**config.mk**
```make
export PLATFORM = sky130hd
export DESIGN_NAME = four_phase_traffic_light_controller
export DESIGN_NICKNAME = d
export VERILOG_FILES = /design/src/ftl_pkg.sv /design/src/ftl_regs.sv /design/src/ftl_step.sv /design/src/ftl_out.sv /design/src/four_phase_traffic_light_controller.sv
export SDC_FILE = /design/constraint.sdc
export NUM_CORES = 1
export LEC_CHECK = 0
export BUFFER_PORTS_ARGS = -buffer_cell sky130_fd_sc_hd__buf_2
export CAP_MARGIN = 20
export CORE_ASPECT_RATIO = 1.1
export CORE_MARGIN = 3
export CORE_UTILIZATION = 50
export CTS_BUF_LIST = sky130_fd_sc_hd__clkbuf_4 sky130_fd_sc_hd__clkbuf_8
export DETAILED_ROUTE_END_ITERATION = 10
export PLACE_DENSITY = 0.71
export SLEW_MARGIN = 25
export SYNTH_ARGS = -nofsm -noshare
export SYNTH_HDL_FRONTEND = slang
export SYNTH_SLANG_ARGS = --single-unit
```
**constraint.sdc**
```tcl
create_clock -name clk_i -period 12.2 [get_ports clk_i]
set_input_delay 3.05 -clock clk_i [delete_from_list [all_inputs] [get_ports clk_i]]
set_output_delay 3.05 -clock clk_i [all_outputs]
set_load 0.1 [all_outputs]
```
**src/ftl_pkg.sv**
```systemverilog
// Package for the four-phase traffic light controller.
// Holds the phase and register codes, the shared structs and the display helpers.
// Used by every module in src; depends on nothing.
package ftl_pkg;

  // Phase codes.
  localparam logic [1:0] PHASE_NS_GREEN  = 2'd0;
  localparam logic [1:0] PHASE_NS_YELLOW = 2'd1;
  localparam logic [1:0] PHASE_EW_GREEN  = 2'd2;
  localparam logic [1:0] PHASE_EW_YELLOW = 2'd3;

  // Register indexes on the configuration port (byte address is 4 times the index).
  localparam logic [1:0] REG_TICKS_PER_SECOND = 2'd0;
  localparam logic [1:0] REG_NS_GREEN_SECS    = 2'd1;
  localparam logic [1:0] REG_EW_GREEN_SECS    = 2'd2;
  localparam logic [1:0] REG_YELLOW_LOAD      = 2'd3;

  // Lamp bits: bit0 red, bit1 yellow, bit2 green.
  localparam logic [2:0] LAMP_RED    = 3'b001;
  localparam logic [2:0] LAMP_YELLOW = 3'b010;
  localparam logic [2:0] LAMP_GREEN  = 3'b100;

  // Reset values.
  localparam logic [9:0] RST_TICKS_PER_SECOND = 10'd20;
  localparam logic [6:0] RST_NS_GREEN_SECS    = 7'd50;
  localparam logic [6:0] RST_EW_GREEN_SECS    = 7'd50;
  localparam logic [3:0] RST_YELLOW_LOAD      = 4'd10;
  localparam logic [6:0] RST_NS_COUNT         = 7'd50;
  localparam logic [6:0] RST_EW_COUNT         = 7'd60;

  // Largest count the two-digit display can show.
  localparam logic [6:0] MAX_COUNT = 7'd99;

  // Configuration register contents.
  typedef struct packed {
    logic [9:0] ticks_per_second;
    logic [6:0] ns_green_secs;
    logic [6:0] ew_green_secs;
    logic [3:0] yellow_load;
  } cfg_t;

  // Controller state reported after one word.
  typedef struct packed {
    logic [1:0] phase;
    logic [6:0] ns_count;
    logic [6:0] ew_count;
  } step_t;

  // Clamp a loaded count to the display range.
  function automatic logic [6:0] sat_load(input logic [7:0] v);
    logic [6:0] r;
    if (v > {1'b0, MAX_COUNT}) begin
      r = MAX_COUNT;
    end else begin
      r = v[6:0];
    end
    return r;
  endfunction

  // Tens digit modulo ten; v*205>>11 equals v/10 for every 7-bit v.
  function automatic logic [3:0] tens_digit(input logic [6:0] v);
    logic [14:0] prod;
    logic [3:0]  q;
    prod = 15'(v) * 15'd205;
    q    = prod[14:11];
    if (q >= 4'd10) begin
      q = q - 4'd10;
    end
    return q;
  endfunction

  // Ones digit: what remains after the exact quotient times ten.
  function automatic logic [3:0] ones_digit(input logic [6:0] v);
    logic [14:0] prod;
    logic [6:0]  q10;
    logic [6:0]  rem;
    prod = 15'(v) * 15'd205;
    q10  = 7'(prod[14:11]) * 7'd10;
    rem  = v - q10;
    return rem[3:0];
  endfunction

  // Seven-segment code, gfedcba, for one decimal digit.
  function automatic logic [6:0] seg7(input logic [3:0] d);
    logic [6:0] s;
    unique case (d)
      4'd0:    s = 7'h3f;
      4'd1:    s = 7'h06;
      4'd2:    s = 7'h5b;
      4'd3:    s = 7'h4f;
      4'd4:    s = 7'h66;
      4'd5:    s = 7'h6d;
      4'd6:    s = 7'h7d;
      4'd7:    s = 7'h07;
      4'd8:    s = 7'h7f;
      4'd9:    s = 7'h6f;
      default: s = 7'h00;
    endcase
    return s;
  endfunction

  // North-south lamps for a phase.
  function automatic logic [2:0] ns_lamps(input logic [1:0] p);
    logic [2:0] l;
    unique case (p)
      PHASE_NS_GREEN:  l = LAMP_GREEN;
      PHASE_NS_YELLOW: l = LAMP_YELLOW;
      PHASE_EW_GREEN:  l = LAMP_RED;
      PHASE_EW_YELLOW: l = LAMP_RED;
    endcase
    return l;
  endfunction

  // East-west lamps for a phase.
  function automatic logic [2:0] ew_lamps(input logic [1:0] p);
    logic [2:0] l;
    unique case (p)
      PHASE_NS_GREEN:  l = LAMP_RED;
      PHASE_NS_YELLOW: l = LAMP_RED;
      PHASE_EW_GREEN:  l = LAMP_GREEN;
      PHASE_EW_YELLOW: l = LAMP_YELLOW;
    endcase
    return l;
  endfunction

endpackage

```
**src/ftl_regs.sv**
```systemverilog
// Configuration register file of the traffic light controller, on an APB-style port.
// Depends on ftl_pkg for the register indexes, reset values and cfg_t.
module ftl_regs (
  input  logic          clk_i,
  input  logic          rst_ni,
  input  logic          psel,
  input  logic          penable,
  input  logic          pwrite,
  input  logic [3:0]    paddr,
  input  logic [31:0]   pwdata,
  output logic [31:0]   prdata,
  output logic          pready,
  output ftl_pkg::cfg_t cfg_o
);

  ftl_pkg::cfg_t cfg_q;
  logic          wr_en;
  logic [1:0]    reg_idx;

  assign pready  = 1'b1;
  assign wr_en   = psel && penable && pwrite;
  assign reg_idx = paddr[3:2];

  // Register writes on the access cycle.
  always_ff @(posedge clk_i or negedge rst_ni) begin
    if (!rst_ni) begin
      cfg_q.ticks_per_second <= ftl_pkg::RST_TICKS_PER_SECOND;
      cfg_q.ns_green_secs    <= ftl_pkg::RST_NS_GREEN_SECS;
      cfg_q.ew_green_secs    <= ftl_pkg::RST_EW_GREEN_SECS;
      cfg_q.yellow_load      <= ftl_pkg::RST_YELLOW_LOAD;
    end else if (wr_en) begin
      unique case (reg_idx)
        ftl_pkg::REG_TICKS_PER_SECOND: cfg_q.ticks_per_second <= pwdata[9:0];
        ftl_pkg::REG_NS_GREEN_SECS:    cfg_q.ns_green_secs    <= pwdata[6:0];
        ftl_pkg::REG_EW_GREEN_SECS:    cfg_q.ew_green_secs    <= pwdata[6:0];
        ftl_pkg::REG_YELLOW_LOAD:      cfg_q.yellow_load      <= pwdata[3:0];
      endcase
    end
  end

  // Read mux.
  always_comb begin
    unique case (reg_idx)
      ftl_pkg::REG_TICKS_PER_SECOND: prdata = 32'(cfg_q.ticks_per_second);
      ftl_pkg::REG_NS_GREEN_SECS:    prdata = 32'(cfg_q.ns_green_secs);
      ftl_pkg::REG_EW_GREEN_SECS:    prdata = 32'(cfg_q.ew_green_secs);
      ftl_pkg::REG_YELLOW_LOAD:      prdata = 32'(cfg_q.yellow_load);
    endcase
  end

  assign cfg_o = cfg_q;

endmodule

```
**src/ftl_step.sv**
```systemverilog
// Phase sequencer of the traffic light controller: prescaler, countdowns and phase.
// Depends on ftl_pkg for the phase codes, cfg_t, step_t and sat_load.
module ftl_step (
  input  logic           clk_i,
  input  logic           rst_ni,
  input  logic           accept_i,
  input  logic           tick_i,
  input  ftl_pkg::cfg_t  cfg_i,
  output ftl_pkg::step_t next_o
);

  logic [1:0]  phase_q, phase_d;
  logic [9:0]  presc_q, presc_d;
  logic [6:0]  ns_q, ns_d;
  logic [6:0]  ew_q, ew_d;
  logic [9:0]  act_tps_q, act_tps_d;
  logic [3:0]  act_yel_q, act_yel_d;

  logic [10:0] presc_inc;
  logic        sec_done;
  logic [9:0]  presc_t;
  logic [6:0]  ns_t, ew_t;
  logic        yellow_done;

  // Prescaler and one-second countdown step.
  always_comb begin
    presc_inc = {1'b0, presc_q} + 11'd1;
    sec_done  = tick_i && (presc_inc >= {1'b0, act_tps_q});
    if (!tick_i) begin
      presc_t = presc_q;
    end else if (sec_done) begin
      presc_t = '0;
    end else begin
      presc_t = presc_inc[9:0];
    end
    ns_t = (sec_done && (ns_q != '0)) ? ns_q - 7'd1 : ns_q;
    ew_t = (sec_done && (ew_q != '0)) ? ew_q - 7'd1 : ew_q;
    yellow_done = (ns_t <= 7'd1) && (ew_t <= 7'd1);
  end

  // Phase transitions; a green entry latches the timing registers.
  always_comb begin
    phase_d   = phase_q;
    presc_d   = presc_t;
    ns_d      = ns_t;
    ew_d      = ew_t;
    act_tps_d = act_tps_q;
    act_yel_d = act_yel_q;
    unique case (phase_q)
      ftl_pkg::PHASE_NS_GREEN: begin
        if (ns_t == '0) begin
          ns_d    = ftl_pkg::sat_load({4'b0, act_yel_q});
          phase_d = ftl_pkg::PHASE_NS_YELLOW;
        end
      end
      ftl_pkg::PHASE_NS_YELLOW: begin
        if (yellow_done) begin
          act_tps_d = cfg_i.ticks_per_second;
          act_yel_d = cfg_i.yellow_load;
          ns_d      = ftl_pkg::sat_load({1'b0, cfg_i.ew_green_secs}
                                        + {4'b0, cfg_i.yellow_load});
          ew_d      = ftl_pkg::sat_load({1'b0, cfg_i.ew_green_secs});
          presc_d   = '0;
          phase_d   = ftl_pkg::PHASE_EW_GREEN;
        end
      end
      ftl_pkg::PHASE_EW_GREEN: begin
        if (ew_t == '0) begin
          ew_d    = ftl_pkg::sat_load({4'b0, act_yel_q});
          phase_d = ftl_pkg::PHASE_EW_YELLOW;
        end
      end
      ftl_pkg::PHASE_EW_YELLOW: begin
        if (yellow_done) begin
          act_tps_d = cfg_i.ticks_per_second;
          act_yel_d = cfg_i.yellow_load;
          ns_d      = ftl_pkg::sat_load({1'b0, cfg_i.ns_green_secs});
          ew_d      = ftl_pkg::sat_load({1'b0, cfg_i.ns_green_secs}
                                        + {4'b0, cfg_i.yellow_load});
          presc_d   = '0;
          phase_d   = ftl_pkg::PHASE_NS_GREEN;
        end
      end
    endcase
  end

  // State registers advance once per accepted word.
  always_ff @(posedge clk_i or negedge rst_ni) begin
    if (!rst_ni) begin
      phase_q   <= ftl_pkg::PHASE_NS_GREEN;
      presc_q   <= '0;
      ns_q      <= ftl_pkg::RST_NS_COUNT;
      ew_q      <= ftl_pkg::RST_EW_COUNT;
      act_tps_q <= ftl_pkg::RST_TICKS_PER_SECOND;
      act_yel_q <= ftl_pkg::RST_YELLOW_LOAD;
    end else if (accept_i) begin
      phase_q   <= phase_d;
      presc_q   <= presc_d;
      ns_q      <= ns_d;
      ew_q      <= ew_d;
      act_tps_q <= act_tps_d;
      act_yel_q <= act_yel_d;
    end
  end

  assign next_o.phase    = phase_d;
  assign next_o.ns_count = ns_d;
  assign next_o.ew_count = ew_d;

`ifndef SYNTHESIS
  // The phase only ever moves on to the next one in the cycle.
  a_phase_order: assert property (@(posedge clk_i) disable iff (!rst_ni)
    (phase_q != $past(phase_q)) |-> (phase_q == $past(phase_q) + 2'd1))
    else $error("phase skipped or went backward");

  // Both countdowns stay within the display range.
  a_count_range: assert property (@(posedge clk_i) disable iff (!rst_ni)
    (ns_q <= ftl_pkg::MAX_COUNT) && (ew_q <= ftl_pkg::MAX_COUNT))
    else $error("countdown above display range");

  // The prescaler stays below the latched ticks per second, or at zero.
  a_presc_range: assert property (@(posedge clk_i) disable iff (!rst_ni)
    (presc_q < act_tps_q) || (presc_q == '0))
    else $error("prescaler ran past its limit");

  // A green entry always starts a fresh second.
  a_green_clears: assert property (@(posedge clk_i) disable iff (!rst_ni)
    (accept_i && (phase_q != phase_d) && !phase_d[0]) |=> (presc_q == '0))
    else $error("prescaler not cleared at green entry");
`endif

endmodule

```
**src/ftl_out.sv**
```systemverilog
// Result register of the traffic light controller: lamps, flags, counts and digit codes.
// Depends on ftl_pkg for step_t, the phase codes and the display functions.
module ftl_out (
  input  logic           clk_i,
  input  logic           rst_ni,
  input  logic           accept_i,
  input  ftl_pkg::step_t next_i,
  input  logic           out_ready_i,
  output logic           out_valid_o,
  output logic [1:0]     phase_o,
  output logic [2:0]     ns_lamps_o,
  output logic [2:0]     ew_lamps_o,
  output logic           ns_flag_o,
  output logic           ew_flag_o,
  output logic [6:0]     ns_count_o,
  output logic [6:0]     ew_count_o,
  output logic [6:0]     seg_ns_tens_o,
  output logic [6:0]     seg_ns_ones_o,
  output logic [6:0]     seg_ew_tens_o,
  output logic [6:0]     seg_ew_ones_o
);

  logic       valid_q, valid_d;
  logic [1:0] phase_q;
  logic [2:0] ns_lamps_q, ew_lamps_q;
  logic       ns_flag_q, ew_flag_q;
  logic [6:0] ns_count_q, ew_count_q;
  logic [6:0] seg_ns_tens_q, seg_ns_ones_q, seg_ew_tens_q, seg_ew_ones_q;

  // A new word fills the register; a taken word empties it.
  always_comb begin
    valid_d = valid_q;
    if (accept_i) begin
      valid_d = 1'b1;
    end else if (out_ready_i) begin
      valid_d = 1'b0;
    end
  end

  always_ff @(posedge clk_i or negedge rst_ni) begin
    if (!rst_ni) begin
      valid_q <= 1'b0;
    end else begin
      valid_q <= valid_d;
    end
  end

  // Decode the new state into the display fields.
  always_ff @(posedge clk_i) begin
    if (accept_i) begin
      phase_q       <= next_i.phase;
      ns_lamps_q    <= ftl_pkg::ns_lamps(next_i.phase);
      ew_lamps_q    <= ftl_pkg::ew_lamps(next_i.phase);
      ns_flag_q     <= (next_i.phase != ftl_pkg::PHASE_NS_GREEN);
      ew_flag_q     <= (next_i.phase != ftl_pkg::PHASE_EW_GREEN);
      ns_count_q    <= next_i.ns_count;
      ew_count_q    <= next_i.ew_count;
      seg_ns_tens_q <= ftl_pkg::seg7(ftl_pkg::tens_digit(next_i.ns_count));
      seg_ns_ones_q <= ftl_pkg::seg7(ftl_pkg::ones_digit(next_i.ns_count));
      seg_ew_tens_q <= ftl_pkg::seg7(ftl_pkg::tens_digit(next_i.ew_count));
      seg_ew_ones_q <= ftl_pkg::seg7(ftl_pkg::ones_digit(next_i.ew_count));
    end
  end

  assign out_valid_o   = valid_q;
  assign phase_o       = phase_q;
  assign ns_lamps_o    = ns_lamps_q;
  assign ew_lamps_o    = ew_lamps_q;
  assign ns_flag_o     = ns_flag_q;
  assign ew_flag_o     = ew_flag_q;
  assign ns_count_o    = ns_count_q;
  assign ew_count_o    = ew_count_q;
  assign seg_ns_tens_o = seg_ns_tens_q;
  assign seg_ns_ones_o = seg_ns_ones_q;
  assign seg_ew_tens_o = seg_ew_tens_q;
  assign seg_ew_ones_o = seg_ew_ones_q;

`ifndef SYNTHESIS
  // Every accepted word shows up as a result in the next cycle.
  a_result_follows: assert property (@(posedge clk_i) disable iff (!rst_ni)
    accept_i |=> valid_q)
    else $error("accepted word produced no result");

  // A waiting result is never overwritten without being taken.
  a_no_overwrite: assert property (@(posedge clk_i) disable iff (!rst_ni)
    (valid_q && !out_ready_i) |-> !accept_i)
    else $error("result overwritten while stalled");
`endif

endmodule

```
**src/four_phase_traffic_light_controller.sv**
```systemverilog
// Channel   Handshake                        Payload
// in        in_valid_i / in_ready_o          tick_i
// out       out_valid_o / out_ready_i        phase, lamps, flags, counts, segment codes
// cfg       psel, penable, pwrite / pready   paddr, pwdata, prdata
//
// One word per clock cycle unless the output stalls: the sequencer update and the
// display decode sit between the state registers and a single result register.
// A result appears in the cycle after its word is accepted.
// in_ready_o is high whenever the result register is empty or is being taken.
// Reset (rst_ni low, asynchronous) starts in north-south green at 50/60 seconds.
// Register writes reach the running timing at the next green entry.
module four_phase_traffic_light_controller (
  input  logic        clk_i,
  input  logic        rst_ni,
  input  logic        in_valid_i,
  output logic        in_ready_o,
  input  logic        tick_i,
  output logic        out_valid_o,
  input  logic        out_ready_i,
  output logic [1:0]  phase_o,
  output logic [2:0]  ns_lamps_o,
  output logic [2:0]  ew_lamps_o,
  output logic        ns_flag_o,
  output logic        ew_flag_o,
  output logic [6:0]  ns_count_o,
  output logic [6:0]  ew_count_o,
  output logic [6:0]  seg_ns_tens_o,
  output logic [6:0]  seg_ns_ones_o,
  output logic [6:0]  seg_ew_tens_o,
  output logic [6:0]  seg_ew_ones_o,
  input  logic        psel,
  input  logic        penable,
  input  logic        pwrite,
  input  logic [3:0]  paddr,
  input  logic [31:0] pwdata,
  output logic [31:0] prdata,
  output logic        pready
);

  ftl_pkg::cfg_t  cfg;
  ftl_pkg::step_t step_next;
  logic           accept;

  // Take a word whenever the result register can hold its result.
  assign in_ready_o = !out_valid_o || out_ready_i;
  assign accept     = in_valid_i && in_ready_o;

  ftl_regs u_regs (
    .clk_i   (clk_i),
    .rst_ni  (rst_ni),
    .psel    (psel),
    .penable (penable),
    .pwrite  (pwrite),
    .paddr   (paddr),
    .pwdata  (pwdata),
    .prdata  (prdata),
    .pready  (pready),
    .cfg_o   (cfg)
  );

  ftl_step u_step (
    .clk_i    (clk_i),
    .rst_ni   (rst_ni),
    .accept_i (accept),
    .tick_i   (tick_i),
    .cfg_i    (cfg),
    .next_o   (step_next)
  );

  ftl_out u_out (
    .clk_i         (clk_i),
    .rst_ni        (rst_ni),
    .accept_i      (accept),
    .next_i        (step_next),
    .out_ready_i   (out_ready_i),
    .out_valid_o   (out_valid_o),
    .phase_o       (phase_o),
    .ns_lamps_o    (ns_lamps_o),
    .ew_lamps_o    (ew_lamps_o),
    .ns_flag_o     (ns_flag_o),
    .ew_flag_o     (ew_flag_o),
    .ns_count_o    (ns_count_o),
    .ew_count_o    (ew_count_o),
    .seg_ns_tens_o (seg_ns_tens_o),
    .seg_ns_ones_o (seg_ns_ones_o),
    .seg_ew_tens_o (seg_ew_tens_o),
    .seg_ew_ones_o (seg_ew_ones_o)
  );

`ifndef SYNTHESIS
  // The input side never stalls while the result register is free.
  a_ready_when_free: assert property (@(posedge clk_i) disable iff (!rst_ni)
    !out_valid_o |-> in_ready_o)
    else $error("input stalled with empty result register");

  // Configuration accesses always complete at once.
  a_pready_high: assert property (@(posedge clk_i) disable iff (!rst_ni)
    (psel && penable) |-> pready)
    else $error("configuration access stalled");

  // Lamps and direction flags agree on which side has green.
  a_flag_lamps: assert property (@(posedge clk_i) disable iff (!rst_ni)
    out_valid_o |-> ((!ns_flag_o == (ns_lamps_o == ftl_pkg::LAMP_GREEN))
                     && (!ew_flag_o == (ew_lamps_o == ftl_pkg::LAMP_GREEN))))
    else $error("direction flag disagrees with lamps");
`endif

endmodule
```
## Word-level counts from Yosys, hierarchy flattened

Memory sizes are Yosys's and may differ from the RTL's. A register that Yosys moved wholly into a read port is not among the register bits.
Index checks and enable logic that the tools add are counted.

| word-level totals | value |
|---|---|
| register bits | 93 |
| ROM bits | 448 |
| bits of input ports | 44 |
| output and inout bits | 87 |
| memories kept | 4 |

Memories:

| name | depth | bits a word | rd ports | clocked after memory_dff | wr ports | RTL line | RTL |
|---|---|---|---|---|---|---|---|
| (name not given) | 16 | 7 | 1 | 1 | 0 | ftl_pkg.sv:86 | `unique case (d)` |
| (name not given) | 16 | 7 | 1 | 1 | 0 | ftl_pkg.sv:86 |  |
| (name not given) | 16 | 7 | 1 | 1 | 0 | ftl_pkg.sv:86 |  |
| (name not given) | 16 | 7 | 1 | 1 | 0 | ftl_pkg.sv:86 |  |

| operators by class | value |
|---|---|
| add/subtract/negate cells | 9 |
| multiply operators | 4 |
| magnitude comparators | 9 |
| equality and inequality tests | 10 |
| mux-type cells | 32 |
| reduce and logical (&&, ||, !) cells | 26 |

Operator list:

| cell | count |
|---|---|
| one-hot mux 32 bit (4 select lines) | 1 |
| 2-to-1 mux 7 bit | 12 |
| one-hot mux 7 bit (3 select lines) | 2 |
| 2-to-1 mux 10 bit | 4 |
| multiplier 7 x 8 -> 15 bit, second input constant | 2 |
| one-hot mux 3 bit (3 select lines) | 2 |
| adder 7 x 4 -> 8 bit | 2 |
| greater-than comparator 8 x 7 -> 1 bit, second input constant | 2 |
| 2-to-1 mux 4 bit | 4 |
| greater-than comparator 7 bit, second input constant | 2 |
| <= comparator 7 x 1 -> 1 bit, second input constant | 2 |
| logical NOT 7 bit | 2 |
| nonzero test 7 bit | 2 |
| subtractor 7 x 1 -> 7 bit, second input constant | 2 |
| == test 2 bit, second input constant | 6 |
| adder 10 x 1 -> 11 bit, second input constant | 1 |
| greater-or-equal comparator 11 x 10 -> 1 bit | 1 |
| greater-or-equal comparator 4 bit, second input constant | 2 |
| multiplier 4 x 3 -> 3 bit, second input constant | 2 |
| 2-to-1 mux 2 bit | 4 |
| one-hot mux 2 bit (4 select lines) | 1 |
| AND reduction 2 bit | 4 |
| subtractor 4 bit | 2 |
| subtractor 4 bit, second input constant | 2 |
| 10 further kinds | 24 |

## Logic depth before layout (Yosys ltp)

| depth | value |
|---|---|
| depth in word-level cells | 13 |
| mapped depth | 43 |
| gate-level depth less buffers | 43 |

## Cells and area by module

From an unflattened synthesis, not the netlist that was laid out.

| second synthesis, totals | value |
|---|---|
| cell total of the unflattened synthesis | 951 |
| area, all modules | 9954.5 µm² |

By module, submodules not included:

| module | times used | cells an instance | area each (µm²) | sequential area each (µm²) |
|---|---|---|---|---|
| ftl_out | 1 | 450 | 4854.7 | 1586.5 |
| ftl_step | 1 | 391 | 3574.7 | 1014.7 |
| ftl_regs | 1 | 108 | 1502.7 | 713.2 |
| four_phase_traffic_light_controller | 1 | 2 | 22.5 | 0.0 |

## Worst setup path after synthesis

Ideal clock, no wire load.

| path | value |
|---|---|
| path kind | in2reg |
| start | input port tick_i |
| end | register u_out.seg_ew_tens_q[0], in the netlist u_out.seg_ew_tens_o[0] (data pin) |
| arrival | 9989 ps |
| data required time | 12051 ps |
| slack | 2062 ps |
| stages on the path | 30 |
| path through | nand3_1 nor3_1 a22oi_1 a21oi_2 mux2_2 nor2_1 nand3_2 o21ai_0 ha_1 inv_1 fa_1 inv_1 ha_1 fa_1 ha_1 nand4_1 nor2_1 and3_1 a221oi_1 nand2_1 a31oi_1 xor2_1 ha_1 nor2b_1 o21ai_0 nand3_1 a41o_1 nor3_4 mux2_2 mux2i_1 |

RTL lines:

| what | RTL line | RTL |
|---|---|---|
| start: declaration | four_phase_traffic_light_controller.sv:17 | `input logic tick_i,` |
| end: declaration | ftl_out.sv:28 | `logic [6:0] seg_ns_tens_q, seg_ns_ones_q, seg_ew_tens_q, seg_ew_ones_q;` |

==> flow_summary.yaml <==
final_layout:
  final_nets: 1245
  seq_area_um2: 3310
  syn2layout_area_growth_pct: 10.1
  design_area_um2: 10800
  largest_reg_flops: 28
  fillers: 1639
  fin_util_pct: 56.1
  drive_gt1_share_pct: 20.0
  final_cells: 1323
  multi_input_area_um2: 5940
  antenna_cells: 0
floorplan:
  dieArea_um2: 21300
  die_x_um: 139
  coreArea_um2: 19200
  die_h_um: 153
  rows: 53
  pin_count: 131
  start_util_pct: 51.0
place:
  place_inst: 1291
  dpl_cell_area_um2: 10400
  hpwl_mm: 15.7
  io_buffers: 83
  gp_congestion: 0.883
worst_setup_path:
  crit_type: "in -> reg"
  r2r-end: "u_out.seg_ew_tens_o[0]"
  path_max_fanout: 13
  critPathMaxStageDelay_ns: 0.50
  cp-start-kind: "input pin"
  slowest_stage: "and3_1"
  r2r_slack_ns: 2.26
  ff2ff_path_depth: 36
  end_kind: "register"
  crit_path_frequent_cell: "ha_1"
  rr_startpoint: "u_step.presc_q[2]"
  arrival_ns: 11.35
  cp.required_ns: 12.51
  worst-path-buf-inv: 2
  crit_cells: 31
  crit_family: "simple AND/OR/NAND/NOR gates"
global_routing:
  track_usage_pct: 20.5
  antenna_found_initial: 0
  grt_pass1_vias: 7249
  grt_overflow: 0
  grt_pass1_wl_mm: 35.8
  grt_max_degree: 70
clocking:
  cts_tree: "done"
  cts_buffers: 17
  clock-sinks: 121
  cts_root_buf: "clkbuf_8"
  hold_buffers: 0
  htreeDepth: 4
  insertion_delay_ns: 0.47
  post_cts_buffers: 0
  clk_pin_slew_ns: 0.09
  cts-resized-gates: 0
  clock_path_buffers: 2
synthesis:
  ys_warn_count: 0
  synth_cell_type_count: 91
  async_reset_ff_share_pct: 57.0
  synth_top_area_share_pct: 16.0
  synth.cell_area_um2: 9770
  synth_ff_type: "edfxtp_1"
  synth-seq-cells: 121
  synth.area.top_cells: "edfxtp_1 (16%), ha_1 (15%), dfrtp_1 (12%)"
  synth_edf_count: 52
  yosysSeqAreaShare_pct: 33.9
  yosys.area.top_type: "edfxtp_1"
  synth_cells: 978
  synth_area_per_cell_um2: 9.99
status:
  outcome: "complete, no violations"
routing:
  wl_per_cell_um: 15.9
  ant_nets: 0
  dr_wl_met3_um: 962
  met2_length_mm: 10.2
  drt-met1-wl_mm: 9.38
  first_iter_violations: 606
  drcViolationCount: 0
  highest_layer: "met4"
  num_vias: 7422
  first_pass_iters: 5
  wl_mm: 21.0
  vias_per_cell: 5.61
sta:
  fmax_ghz: 0.0906
  min_period_ns: 11.04
  worstMarginPinSlew_ns: 0.895
  setup-tns-final_ns: 0
  relSlewSlack_pct: 40.4
  rsz0062_at_grt: "false"
  finalHoldViolCount: 0
  slew_violations: 0
  fin_skew_ns: 0.0134
  setup_viol: 0
  period_share_pct: 90.5
worst_hold_path:
  whs_endpoint: "u_step.act_tps_q[2]"
  hp-class: "reg -> reg"
  min_from: "u_regs.cfg_o[20]"
  whs_path_depth: 2
flow_run:
  maxCapViolCount: 0
## Yosys cell counts (20+ instances only)
library cell	number
a21oi_1	37
o21ai_0	63
mux2_2	33
nand2_1	101
inv_1	83
edfxtp_1	52
nand3_1	28
clkbuf_1	23
ha_1	118
buf_4	23
nor2_1	46
xnor2_1	30
mux2i_1	20
dfstp_2	21
dfrtp_1	48
fa_1	20
## metal layers
| layer | track usage (%) | vias to the layer above |
|---|---|---|
| li1 | - | 3649 |
| met1 | 26.7 | 3563 |
| met2 | 34.3 | 175 |
| met3 | 3.67 | 35 |
| met4 | 7.13 | 0 |
| met5 | 0 | - |
## placed cells by master (no fill, tap or decap), types with 30 or more instances in the layout
master	netlist	layout
nand2_1	101	101
o21ai_0	63	63
edfxtp_1	52	52
a21oi_1	37	37
dfrtp_1	48	48
inv_1	83	82
xnor2_1	30	30
ha_1	118	118
mux2_2	33	33
nor2_1	46	46
buf_2	0	83
## cell type report
cell class,instances,share of cell area (%)
sequential,121,30.8
tap,247,2.87
inverter,84,2.93
multi-input combinational,746,55.3
clock inverter,14,1.26
timing repair buffer,93,4.56
clock buffer,18,2.30
## logic make-up (layout without fill, tap and decap cells)
logic type / after synthesis / in the layout / share of synthesized area [%]
and+or+nand+nor: 267 / 267 / 13.7
AOI/OAI and AO/OA: 213 / 213 / 15.2
adders and majority gates: 138 / 138 / 19.2
buffers and inverters: 132 / 209 / 6.03
DFF: 121 / 121 / 33.9
muxes: 59 / 59 / 7.16
xor gates and xnor gates: 46 / 46 / 4.65
other: 2 / 23 / 0.0769
## stage by stage
stage          worst slack (ns)  hold WS (ns)
2_1_floorplan              2.06         0.458
3_3_place_gp              0.807         0.478
3_5_place_dp              0.753         0.497
4_1_cts                    1.19         0.509
5_1_grt                   0.493         0.525
6_report                   1.16         0.505
## worst max-delay path by stage
stage / start / end
2_1_floorplan: tick_i / u_out.seg_ew_tens_o[0]
3_3_place_gp: tick_i / u_out.seg_ew_tens_o[0]
3_5_place_dp: tick_i / u_out.seg_ew_tens_o[0]
4_1_cts: tick_i / u_out.seg_ew_tens_o[0]
5_1_grt: tick_i / u_out.seg_ew_tens_o[0]
6_report: tick_i / u_out.seg_ew_tens_o[0]
## worst min-delay path, stage by stage (launching register included)
cell,delay [ns]
dfstp_2,0.39
nand2_1,0.05
o21ai_0,0.07
Power is left out: the tool's default activity adds up to more than one toggle a clock period on the data nets, which glitch-free logic cannot reach.
